**src/rtl/core/ptm_pkg.sv**
```systemverilog
`default_nettype none
package ptm_pkg;

    localparam int TABLE_FRAMES_DEF = 64;
    localparam int ENTRIES          = 512;
    localparam int IDX_W            = 9;
    localparam int VA_W             = 57;
    localparam int PA_W             = 52;
    localparam int BASE_W           = 40;
    localparam int CFG_IDX_W        = 2;
    localparam int CFG_DATA_W       = 40;

    localparam logic [CFG_IDX_W-1:0] CFG_FIVE_LEVEL = 2'd0;
    localparam logic [CFG_IDX_W-1:0] CFG_GIG_PAGES  = 2'd1;
    localparam logic [CFG_IDX_W-1:0] CFG_BASE_PAGE  = 2'd2;

    localparam logic [1:0] SIZE_4K   = 2'd0;
    localparam logic [1:0] SIZE_2M   = 2'd1;
    localparam logic [1:0] SIZE_1G   = 2'd2;
    localparam logic [1:0] SIZE_NONE = 2'd3;

    localparam logic [2:0] LVL_PT   = 3'd0;
    localparam logic [2:0] LVL_PD   = 3'd1;
    localparam logic [2:0] LVL_PDPT = 3'd2;
    localparam logic [2:0] LVL_PML4 = 3'd3;
    localparam logic [2:0] LVL_PML5 = 3'd4;

    localparam logic [63:0] LARGE_BIT = 64'h80;
    localparam logic [63:0] LOW12     = 64'hFFF;
    localparam logic [2:0]  LINK_BITS = 3'b111;
    localparam logic [VA_W-1:0] SPAN_2M = 57'h200000;

    typedef enum logic [2:0] {
        ST_OK       = 3'd0,
        ST_UNMAPPED = 3'd1,
        ST_NOFRAME  = 3'd2,
        ST_LARGE    = 3'd3,
        ST_BADPTR   = 3'd4
    } status_t;

    typedef enum logic [2:0] {
        S_CLEAR,
        S_IDLE,
        S_READ,
        S_EVAL,
        S_ZERO,
        S_LINK,
        S_LEAF,
        S_FIN
    } fsm_t;

    typedef struct packed {
        logic    load;
        logic    rd;
        logic    descend;
        logic    link;
        logic    zero;
        logic    clr;
        logic    leaf;
        logic    next_sub;
        logic    finish;
        status_t code;
    } cmd_t;

    typedef struct packed {
        logic clr_done;
        logic zero_done;
        logic map_at_target;
        logic xlate;
        logic level_zero;
        logic present;
        logic large_stop;
        logic bad_ptr;
        logic no_frame;
        logic split_more;
        logic out_busy;
    } dp_stat_t;

endpackage
`default_nettype wire

```
**src/rtl/core/ptm_ctrl.sv**
```systemverilog
`default_nettype none
module ptm_ctrl (
    input  wire logic              clk,
    input  wire logic              rst_n,
    input  wire logic              in_valid,
    output logic                   in_ready,
    input  wire ptm_pkg::dp_stat_t stat,
    output ptm_pkg::cmd_t          cmd
);

    ptm_pkg::fsm_t    state_reg, state_next;
    ptm_pkg::status_t code_reg, code_next;

    always_comb
    begin
        state_next = state_reg;
        code_next  = code_reg;
        unique case (state_reg)
            ptm_pkg::S_CLEAR:
            begin
                if (stat.clr_done)
                begin
                    state_next = ptm_pkg::S_IDLE;
                end
            end
            ptm_pkg::S_IDLE:
            begin
                if (in_valid)
                begin
                    state_next = ptm_pkg::S_READ;
                end
            end
            ptm_pkg::S_READ:
            begin
                state_next = stat.map_at_target ? ptm_pkg::S_LEAF : ptm_pkg::S_EVAL;
            end
            ptm_pkg::S_EVAL:
            begin
                state_next = ptm_pkg::S_FIN;
                if (stat.xlate && stat.level_zero)
                begin
                    code_next = stat.present ? ptm_pkg::ST_OK : ptm_pkg::ST_UNMAPPED;
                end
                else if (stat.present)
                begin
                    if (stat.large_stop)
                    begin
                        code_next = ptm_pkg::ST_LARGE;
                    end
                    else if (stat.bad_ptr)
                    begin
                        code_next = ptm_pkg::ST_BADPTR;
                    end
                    else
                    begin
                        state_next = ptm_pkg::S_READ;
                    end
                end
                else if (stat.xlate)
                begin
                    code_next = ptm_pkg::ST_UNMAPPED;
                end
                else if (stat.no_frame)
                begin
                    code_next = ptm_pkg::ST_NOFRAME;
                end
                else
                begin
                    state_next = ptm_pkg::S_ZERO;
                end
            end
            ptm_pkg::S_ZERO:
            begin
                if (stat.zero_done)
                begin
                    state_next = ptm_pkg::S_LINK;
                end
            end
            ptm_pkg::S_LINK:
            begin
                state_next = ptm_pkg::S_READ;
            end
            ptm_pkg::S_LEAF:
            begin
                if (stat.split_more)
                begin
                    state_next = ptm_pkg::S_READ;
                end
                else
                begin
                    state_next = ptm_pkg::S_FIN;
                    code_next  = ptm_pkg::ST_OK;
                end
            end
            ptm_pkg::S_FIN:
            begin
                if (!stat.out_busy)
                begin
                    state_next = ptm_pkg::S_IDLE;
                end
            end
            default: state_next = ptm_pkg::S_IDLE;
        endcase
    end

    always_comb
    begin
        cmd      = '0;
        cmd.code = code_reg;
        in_ready = 1'b0;
        unique case (state_reg)
            ptm_pkg::S_CLEAR: cmd.clr = 1'b1;
            ptm_pkg::S_IDLE:
            begin
                in_ready = 1'b1;
                cmd.load = in_valid;
            end
            ptm_pkg::S_READ:  cmd.rd = !stat.map_at_target;
            ptm_pkg::S_EVAL:
            begin
                cmd.descend = stat.present && !stat.large_stop && !stat.bad_ptr
                              && !(stat.xlate && stat.level_zero);
            end
            ptm_pkg::S_ZERO:  cmd.zero = 1'b1;
            ptm_pkg::S_LINK:  cmd.link = 1'b1;
            ptm_pkg::S_LEAF:
            begin
                cmd.leaf     = 1'b1;
                cmd.next_sub = stat.split_more;
            end
            ptm_pkg::S_FIN:   cmd.finish = !stat.out_busy;
            default: ;
        endcase
    end

    always_ff @(posedge clk or negedge rst_n)
    begin
        if (!rst_n)
        begin
            state_reg <= ptm_pkg::S_CLEAR;
            code_reg  <= ptm_pkg::ST_OK;
        end
        else
        begin
            state_reg <= state_next;
            code_reg  <= code_next;
        end
    end

`ifndef ASSERT_OFF
    a_one_write: assert property (@(posedge clk) disable iff (!rst_n)
        $onehot0({cmd.clr, cmd.zero, cmd.link, cmd.leaf}))
        else $error("two store writes in one cycle");

    a_link_after_zero: assert property (@(posedge clk) disable iff (!rst_n)
        cmd.link |-> $past(cmd.zero))
        else $error("link written before frame cleared");

    a_finish_once: assert property (@(posedge clk) disable iff (!rst_n)
        cmd.finish |=> !cmd.finish)
        else $error("result loaded twice");
`endif

endmodule
`default_nettype wire

```
**config.mk**
```make
export PLATFORM = sky130hd
export DESIGN_NAME = ptm_ctrl
export DESIGN_NICKNAME = d
export VERILOG_FILES = /design/src/rtl/core/ptm_pkg.sv /design/src/rtl/core/ptm_ctrl.sv
export SDC_FILE = /design/constraint.sdc
export NUM_CORES = 1
export LEC_CHECK = 0
export BUFFER_PORTS_ARGS = -buffer_cell sky130_fd_sc_hd__buf_2
export CAP_MARGIN = 25
export CORE_MARGIN = 5
export CORE_UTILIZATION = 35
export CTS_CLUSTER_DIAMETER = 120
export CTS_CLUSTER_SIZE = 28
export DETAILED_ROUTE_END_ITERATION = 8
export PLACE_DENSITY = 0.68
export SETUP_SLACK_MARGIN = 0.3
export SLEW_MARGIN = 5
export SYNTH_ARGS = -nofsm -noshare
export SYNTH_HDL_FRONTEND = slang
export SYNTH_SLANG_ARGS = --single-unit
```
**constraint.sdc**
```tcl
create_clock -name clk -period 1.85 [get_ports clk]
set_clock_uncertainty 0.15 [all_clocks]
set_input_delay 0.185 -clock clk [delete_from_list [all_inputs] [get_ports clk]]
set_output_delay 0.185 -clock clk [all_outputs]
set_load 0.03 [all_outputs]
```
==> metrics, run 1 <==
Overall Global Routing Usage=0.164; port bufs=26; Reg power frac=0.199; DIE HEIGHT=47.6 um; RSZ-0062 raised after global routing=true; multi-input logic area=384 um^2; clock buffer depth=2; fin worst setup slack=0.307 ns; Crit Path Max Fanout=7; worst slew pin tran=0.378 ns; WP buf/inv=2; Synth Warn #=0; Routability Congestion=0.820; Setup TNS Final=0 ns; Clock power frac=0.079; MaxCap Viol Count=0; Slew Viols, Final=0; Yosys top cell area share=0.303; Fillers=113; Pint=0.000781 W; 1st-iter DRT viols=6; synthesized cell area=495 um^2; critical path type=flop to output port; Sequential Area=154 um^2; Avg WL per Cell=13.2 um; Pleak=0.439 nW; TritonCTS clock tree=built; dpl ws=0.293 ns; sequential share of the synthesized area=0.303; Die X=47.6 um; vias in the first global route=609; Relative slew margins=0.746; CP endpoint kind=output port; die area=0.00227 mm^2; main area contributors after synthesis=dfrtp_1 (30%), nor3_1 (6.1%), nand2b_1 (5.1%); # diodes=0; Top cell by count, worst path=buf_6; hold crit path type=input port to flop; CTS Sinks=6; post-synthesis instance total=65; Avg Vias per Cell=5.31; gr ovfl total=0; layout net count=122; final wirelength=1.59 mm; row cnt=13; cell area after layout=891 um^2; VDD IR max=0.771 mV; core area=0.00132 mm^2; Synth Register Bits=6; Final Util=0.676; ratio of cells with drive above 1 in the final layout=0.604; pwr dens=1700 mW/mm^2; post-route minimum period=1.54 ns; P_sw=0.000734 W; FFs w/ async S/R, synth=1.00; Post-Synthesis Mean Instance Area=7.62 um^2; first-pass GRT wire length=2.59 mm; cells along the critical path=buf_6 > nor2_4 > and2_4 > buf_6; Yosys top cell by area=dfrtp_1; Placement Cell Area=657 um^2; Routed Antenna Nets=0; fmax=648 MHz; worst path arrival time=1.21 ns; initial antenna violation count=0; Cell variety after synth=28; number of synthesized flops with an enable pin=0; clk slew on worst S/H paths=0.05 ns; pin count of the biggest net entering global routing=8; kind of start point of the critical path=flop; fin crit share=0.834; Root Driver=clkbuf_4; Top FF cell, synth=dfrtp_1; Worst EP required=1.51 ns; IO Count=27; setup violators final=0; status=finished, final reports clean; vias after detailed routing=643; switch share=0.485; initial core utilization=0.376; crit-path max cell delay=0.46 ns; TritonRoute pass-1 iters=2; Clock Latency Late Sink=0.24 ns; TritonCTS buffer count=3; H-tree depth=1; Comb pwr share=0.722; top cells by count, synth=dfrtp_1 (6), nor2_1 (6), nor3_1 (6), nand2_1 (5); Final Hold Viols=0; synthesized net count=79; CP delay by family, top=flip-flops; P&R area growth vs syn=79.8%; Crit-path slowest cell=dfrtp_2; DRC viols=0; Detailed Place HPWL=1.15 mm
[final cells by class]
class | count | area share
clock buffers | 3 | 0.0253
multi-input cells | 52 | 0.431
well taps | 15 | 0.0211
repair buffers | 41 | 0.333
flip-flops and latches | 6 | 0.173
inverters | 4 | 0.0169
[tightest hold or removal path, stage by stage]
cell	delay, ns
buf_2	0.12
nor2_1	0.09
o21ai_1	0.06
[layout by cell type, fill, tap and decap left out, drive strengths merged, types with 2 or more instances in the layout]
cell type   n
inv         4
clkbuf      3
a31oi       2
a21oi       3
mux2i       2
nor3        8
nor2        6
dfrtp       6
buf        40
o21ai       5
nand2       7
nand2b      4
nor2b       3
[cells by family after synthesis]
kind of cell,synth area share
buf+inv,0.0732
compound gates,0.205
simple gates,0.379
mux,0.0404
flops,0.303
[final timing paths]
check                                   from           end  slack (ns)  cells after the start
worst max-delay path            state_reg[2]       cmd[11]        0.31                      4
worst min-delay path                in_valid  state_reg[1]        0.11                      3
worst max register to register  state_reg[0]   code_reg[2]        0.33                      4
worst min register to register   code_reg[0]   code_reg[0]        0.38                      2
max in group asynchronous              rst_n  state_reg[0]        1.25                      2
min in group asynchronous              rst_n   code_reg[2]        0.14                      2
[power groups by stage]
stage	Combinational, W	Sequential, W	Clock [W]
floorplan	0.000537	0.000312	0
global placement	0.000712	0.000312	0
detailed placement	0.000719	0.000312	0
CTS	0.000965	0.000293	0.000126
global route	0.00118	0.000309	0.000132
finish	0.00109	0.000301	0.000120
[stage by stage]
step	std cells	hold WS (ns)	total power, W
6_report	121	0.110	0.00152
5_1_grt	121	0.118	0.00162
4_1_cts	116	0.0956	0.00138
3_5_place_dp	105	-0.136	0.00103
3_3_place_gp	105	-0.136	0.00102
2_1_floorplan	65	-0.261	0.000848
[metal layers]
layer,global-route usage,part of all wire
met4,0.0323,0
met5,0,0
met1,0.194,0.41
met3,0.0602,0.083
met2,0.286,0.51
[repair_timing]
| item | in CTS | in global routing |
|---|---|---|
| buffers inserted | 7 | 5 |
| endpoints found under the hold margin | 6 | 0 |
| hold buffers | 1 | 0 |
| gates resized for setup | 17 | 16 |
| pin swaps | 1 | 3 |
| setup endpoints to repair | 10 | 11 |
Power figures use the tool's default switching activity.
==> run 2, diff against run 1 <==
--- a/config.mk
+++ b/config.mk
@@ -12,7 +12,7 @@
 export CTS_CLUSTER_DIAMETER = 120
 export CTS_CLUSTER_SIZE = 28
 export DETAILED_ROUTE_END_ITERATION = 8
-export PLACE_DENSITY = 0.68
+export PLACE_DENSITY = 0.71
 export SETUP_SLACK_MARGIN = 0.3
 export SLEW_MARGIN = 5
 export SYNTH_ARGS = -nofsm -noshare
==> constraint.sdc (replaced) <==
create_clock -name clk -period 1.3 [get_ports clk]
set_clock_uncertainty 0.15 [all_clocks]
set_input_delay 0.13 -clock clk [delete_from_list [all_inputs] [get_ports clk]]
set_output_delay 0.13 -clock clk [all_outputs]
set_load 0.03 [all_outputs]
==> metrics, run 2 (synthesis gave the netlist of run 1 again) <==
Reg power frac=0.144 (-0.055); clk slew on worst S/H paths=0.05 ns (about the same); pwr dens=2550 mW/mm^2 (+50%); DIE HEIGHT=47.6 um (unchanged); Clock Latency Late Sink=0.25 ns (about the same); initial antenna violation count=0 (unchanged); P_sw=0.00140 W (+90%); Clock power frac=0.066 (-0.013); Layout Cells excl Fill=139 (+15%); critical path type=flop to output port; Crit Path Max Fanout=6 (-1); hold crit path type=input port to flop; status=finished, violations left; commonest cells after routing, fill and taps aside=buf_6 (23), buf_4 (20), buf_2 (13); Die X=47.6 um (unchanged); Worst EP required=1.02 ns (-0.49 ns); Avg Vias per Cell=5.40 (+1.7%); core area=0.00132 mm^2 (unchanged); Crit-path slowest cell=dfrtp_2; TritonRoute pass-1 iters=4 (+2); Overall Global Routing Usage=0.229 (+0.0651); vias in the first global route=748 (+23%); MaxCap Viol Count=0 (unchanged); cells along the critical path=buf_6 > nor3_4 > buf_4 > buf_6; die area=0.00227 mm^2 (unchanged); vias after detailed routing=751 (+17%); failing checks=negative setup slack; worst slew pin tran=0.338 ns (-0.0403 ns); WP buf/inv=3 (+1); Comb pwr share=0.790 (+0.068); Setup TNS Final=-3.57 ns (-3.57 ns); final wirelength=2.52 mm (+58%); Slew Viols, Final=0 (unchanged); TritonCTS clock tree=built; fin crit share=1.25; Tot Pwr=0.00300 W (+98%); gr ovfl total=0 (unchanged); P&R area growth vs syn=137%; RSZ-0062 raised after global routing=true; first-pass GRT wire length=3.55 mm (+37%); fin worst setup slack=-0.331 ns (-0.638 ns); crit-path max cell delay=0.48 ns (+0.02 ns); row cnt=13 (unchanged); VDD IR max=1.83 mV (+140%); CP endpoint kind=output port; CTS Sinks=6 (unchanged); Sequential Area=153 um^2 (-0.81%); Final Util=0.892 (+0.216); layout net count=139 (+14%); ratio of cells with drive above 1 in the final layout=0.702 (+0.0978); multi-input logic area=458 um^2 (+19%); H-tree depth=1 (unchanged); switch share=0.466 (-0.0186); Pint=0.00160 W (+100%); commonest non-fill, non-tap cell in the layout=buf_6; fmax=613 MHz; 1st-iter DRT viols=14 (+8); TritonCTS buffer count=3 (unchanged); Top cell by count, worst path=buf_6; clock buffer depth=2 (unchanged); pin count of the biggest net entering global routing=8 (unchanged); IO Count=27 (unchanged); Routed Antenna Nets=0 (unchanged); kind of start point of the critical path=flop; Final Hold Viols=0 (unchanged); CP delay by family, top=flip-flops; # diodes=0 (unchanged); initial core utilization=0.376 (unchanged); DRC viols=0 (unchanged); worst path arrival time=1.35 ns (+0.14 ns); Detailed Place HPWL=1.38 mm (+20%); Inst Count DP=123 (+17%); Root Driver=clkbuf_4; Fillers=63 (-44%); post-route minimum period=1.63 ns; Pleak=0.570 nW (+30%); port bufs=26 (unchanged); Avg WL per Cell=18.1 um (+38%); setup violators final=15 (+15); Relative slew margins=0.769 (+0.0230); Routability Congestion=0.790 (-3.6%)
==> run 2: cell types whose count changed in the layout (fill, tap and decap cells not counted), moves of 2 or more <==
cell | before | now
buf_6 | 5 | 23
buf_2 | 18 | 13
buf_4 | 16 | 20
nor3_2 | 5 | 2
nor3_4 | 2 | 5
a21oi_1 | 3 | 1
nand2_4 | 0 | 2
nor2_4 | 1 | 3
==> run 2: final cells by class <==
cell class              instances  area share
flip-flops and latches          6       0.130
well taps                      15      0.0160
multi-input cells              52       0.390
repair buffers                 58       0.429
inverters                       4      0.0128
clock buffers                   4      0.0224
==> run 2: power by group through the flow <==
stage | logic (W) | registers (W) | clock network (W)
2_1_floorplan | 0.000914 | 0.000460 | 0
3_3_place_gp | 0.00153 | 0.000380 | 0
3_5_place_dp | 0.00156 | 0.000384 | 0
4_1_cts | 0.00210 | 0.000418 | 0.000196
5_1_grt | 0.00248 | 0.000445 | 0.000215
6_report | 0.00237 | 0.000432 | 0.000197
==> run 2: stage by stage <==
step	setup slack, ns	cell area (um^2)	hold slack (ns)
3_3_place_gp	-0.122	855	-0.187
4_1_cts	-0.246	1100	0.0463
5_1_grt	-0.374	1170	0.0847
3_5_place_dp	-0.146	855	-0.187
6_report	-0.331	1170	0.0670
2_1_floorplan	-0.119	573	-0.316
==> run 2: worst paths after layout <==
| path | slack (ns) | start | cells past startpoint | end |
|---|---|---|---|---|
| setup / recovery | -0.33 | state_reg[0] | 4 | cmd[4] |
| hold / removal | 0.07 | stat[9] | 3 | state_reg[0] |
| setup reg to reg | -0.21 | state_reg[2] | 5 | state_reg[0] |
| hold reg to reg | 0.42 | code_reg[0] | 2 | code_reg[0] |
| max in group asynchronous | 0.71 | rst_n | 2 | state_reg[2] |
| min in group asynchronous | 0.12 | rst_n | 2 | code_reg[0] |
==> run 2: timing repair <==
item	CTS	global route
endpoints found under the hold margin	6	0
hold buffers	1	0
endpoints found under the setup margin	19	19
resized for setup	41	13
setup buffers	9	2
pin swaps	8	6
gates cloned	0	0
==> run 2: tightest hold or removal path: stages <==
cell	delay, ns
buf_2	0.09
a2111oi_0	0.08
a31oi_1	0.13
==> run 2: layer usage <==
layer	vias up	track usage	part of all wire
li1	350	-	-
met1	368	0.293	0.42
met4	0	0.0538	0.0067
met3	2	0.0602	0.056
met2	31	0.385	0.52
met5	-	0	0
==> run 3, diff against run 2 <==
--- a/config.mk
+++ b/config.mk
@@ -12,7 +12,7 @@
 export CTS_CLUSTER_DIAMETER = 120
 export CTS_CLUSTER_SIZE = 28
 export DETAILED_ROUTE_END_ITERATION = 8
-export PLACE_DENSITY = 0.71
+export PLACE_DENSITY = 0.64
 export SETUP_SLACK_MARGIN = 0.3
 export SLEW_MARGIN = 5
 export SYNTH_ARGS = -nofsm -noshare
==> metrics, run 3 (synthesis gave the netlist of run 1 again) <==
status=finished, violations left; failing checks=negative setup slack; Worst R2R Setup Slack=-0.23 ns (-0.02 ns); core area=0.00132 mm^2 (unchanged); Crit Path Max Fanout=6 (unchanged); cell area after layout=0.00112 mm^2 (-4.8%); P&R area growth vs syn=126%; vias in the first global route=780 (+4.3%); Comb pwr share=0.775 (-0.015); port bufs=26 (unchanged); Avg WL per Cell=18.0 um (-0.76%); TritonCTS buffer count=3 (unchanged); Die X=47.6 um (unchanged); fmax=637 MHz (+3.8%); Pleak=0.533 nW (-6.4%); initial antenna violation count=0 (unchanged); worst hold stages=3 (unchanged); P_sw=0.00136 W (-2.4%); Clock power frac=0.072 (+0.006); kind of start point of the critical path=flop; CTS Sinks=6 (unchanged); worst r2r path cells=5 (unchanged); TritonRoute pass-1 iters=4 (unchanged); Worst EP required=1.02 ns (about the same); row cnt=13 (unchanged); DRC viols=0 (unchanged); Routed Antenna Nets=0 (unchanged); Avg Vias per Cell=5.64 (+4.4%); initial core utilization=0.376 (unchanged); critical path type=flop to output port; Setup TNS Final=-3.19 ns (+0.382 ns); MaxCap Viol Count=0 (unchanged); commonest cells after routing, fill and taps aside=buf_4 (21), buf_6 (20), buf_2 (13); Routability Congestion=0.771 (-2.5%); post-route minimum period=1.57 ns (-0.0598 ns); clk slew on worst S/H paths=0.06 ns (about the same); commonest non-fill, non-tap cell in the layout=buf_4; gr ovfl total=0 (unchanged); IO Count=27 (unchanged); Overall Global Routing Usage=0.226 (-0.00306); fin worst setup slack=-0.271 ns (+0.0598 ns); Relative slew margins=0.640 (-0.130); H-tree depth=1 (unchanged); VDD IR max=1.87 mV (+2.3%); Pint=0.00152 W (-4.8%); RSZ-0062 raised after global routing=true; clock buffer depth=2 (unchanged); pin count of the biggest net entering global routing=9 (+1); switch share=0.472 (+0.00612); layout net count=136 (-2.2%); setup violators final=16 (+1); Clock Latency Late Sink=0.26 ns (about the same); hold path start=stat[3]; vias after detailed routing=767 (+2.1%); hold crit path type=input port to flop; Final Hold Viols=0 (unchanged); die area=0.00227 mm^2 (unchanged); 1st-iter DRT viols=12 (-2); reg-to-reg startpoint=state_reg[2]; TritonCTS clock tree=built; fin crit share=1.21 (-0.0460); pwr dens=2580 mW/mm^2 (+1.1%); final wirelength=2.45 mm (-2.9%); worst flop-to-flop path endpoint=state_reg[2]; CP endpoint kind=output port; Reg power frac=0.152 (+0.008); first-pass GRT wire length=3.55 mm (+0.20%); Slew Viols, Final=0 (unchanged); Detailed Place HPWL=1.37 mm (-1.0%); DIE HEIGHT=47.6 um (unchanged); Placement Cell Area=805 um^2 (-5.9%); # diodes=0 (unchanged); hold path endpoint=code_reg[2]; worst slew pin tran=0.536 ns (+0.199 ns); ratio of cells with drive above 1 in the final layout=0.694 (-0.00740); Root Driver=clkbuf_4; worst path arrival time=1.29 ns (-0.06 ns)
-- run 3: power by group through the flow --
stage | Combinational [W] | Clock, W | Sequential, W
2_1_floorplan | 0.000914 | 0 | 0.000460
3_3_place_gp | 0.00139 | 0 | 0.000393
3_5_place_dp | 0.00141 | 0 | 0.000405
4_1_cts | 0.00195 | 0.000193 | 0.000423
5_1_grt | 0.00235 | 0.000232 | 0.000450
6_report | 0.00224 | 0.000208 | 0.000440
-- run 3: how the worst max path moves through the flow --
stage	slack, ns	startpoint	end
CTS	-0.23	state_reg[0]	cmd[9]
global placement	-0.16	state_reg[2]	state_reg[0]
finish	-0.27	state_reg[2]	cmd[10]
detailed placement	-0.18	state_reg[1]	code_reg[2]
floorplan	-0.12	state_reg[0]	state_reg[2]
global route	-0.32	state_reg[2]	cmd[10]
-- run 3: routing by layer --
metal  part of all wire  track usage
met1               0.36        0.269
met2               0.53        0.414
met3              0.071       0.0414
met4              0.041       0.0591
met5                  0            0
-- run 3: timing repair --
item                       4_1_cts  5_1_grt
hold buffers                     1        0
pin swaps                        3        6
cloned                           1        0
hold endpoints to repair         6        0
gates resized for setup         38       13
setup endpoints to repair       19       19
setup buffers                    9        3
-- run 3: per-stage QoR --
step / cells / power (W) / hold slack (ns) / worst slack (ns) / utilization
after floorplan: 65 / 0.00137 / -0.316 / -0.119 / -
after global placement: 118 / 0.00178 / -0.189 / -0.156 / 0.611
after detailed placement: 118 / 0.00182 / -0.186 / -0.176 / 0.611
after CTS: 133 / 0.00257 / 0.0436 / -0.229 / 0.792
after global routing: 136 / 0.00304 / 0.0574 / -0.319 / 0.849
final: 136 / 0.00288 / 0.0573 / -0.271 / 0.849
-- run 3: layout make-up --
type                       count  area, um^2
fill                          72         199
sequential                     6         154
tap                           15        18.8
multi-input combinational     52         439
timing repair buffer          55         458
inverter                       4        22.5
clock buffer                   4        26.3
-- run 3: worst max-delay path: stages (launching register included) --
cell	delay, ns
dfrtp_2	0.45
buf_6	0.16
nand2b_4	0.14
nor3_2	0.10
buf_4	0.18
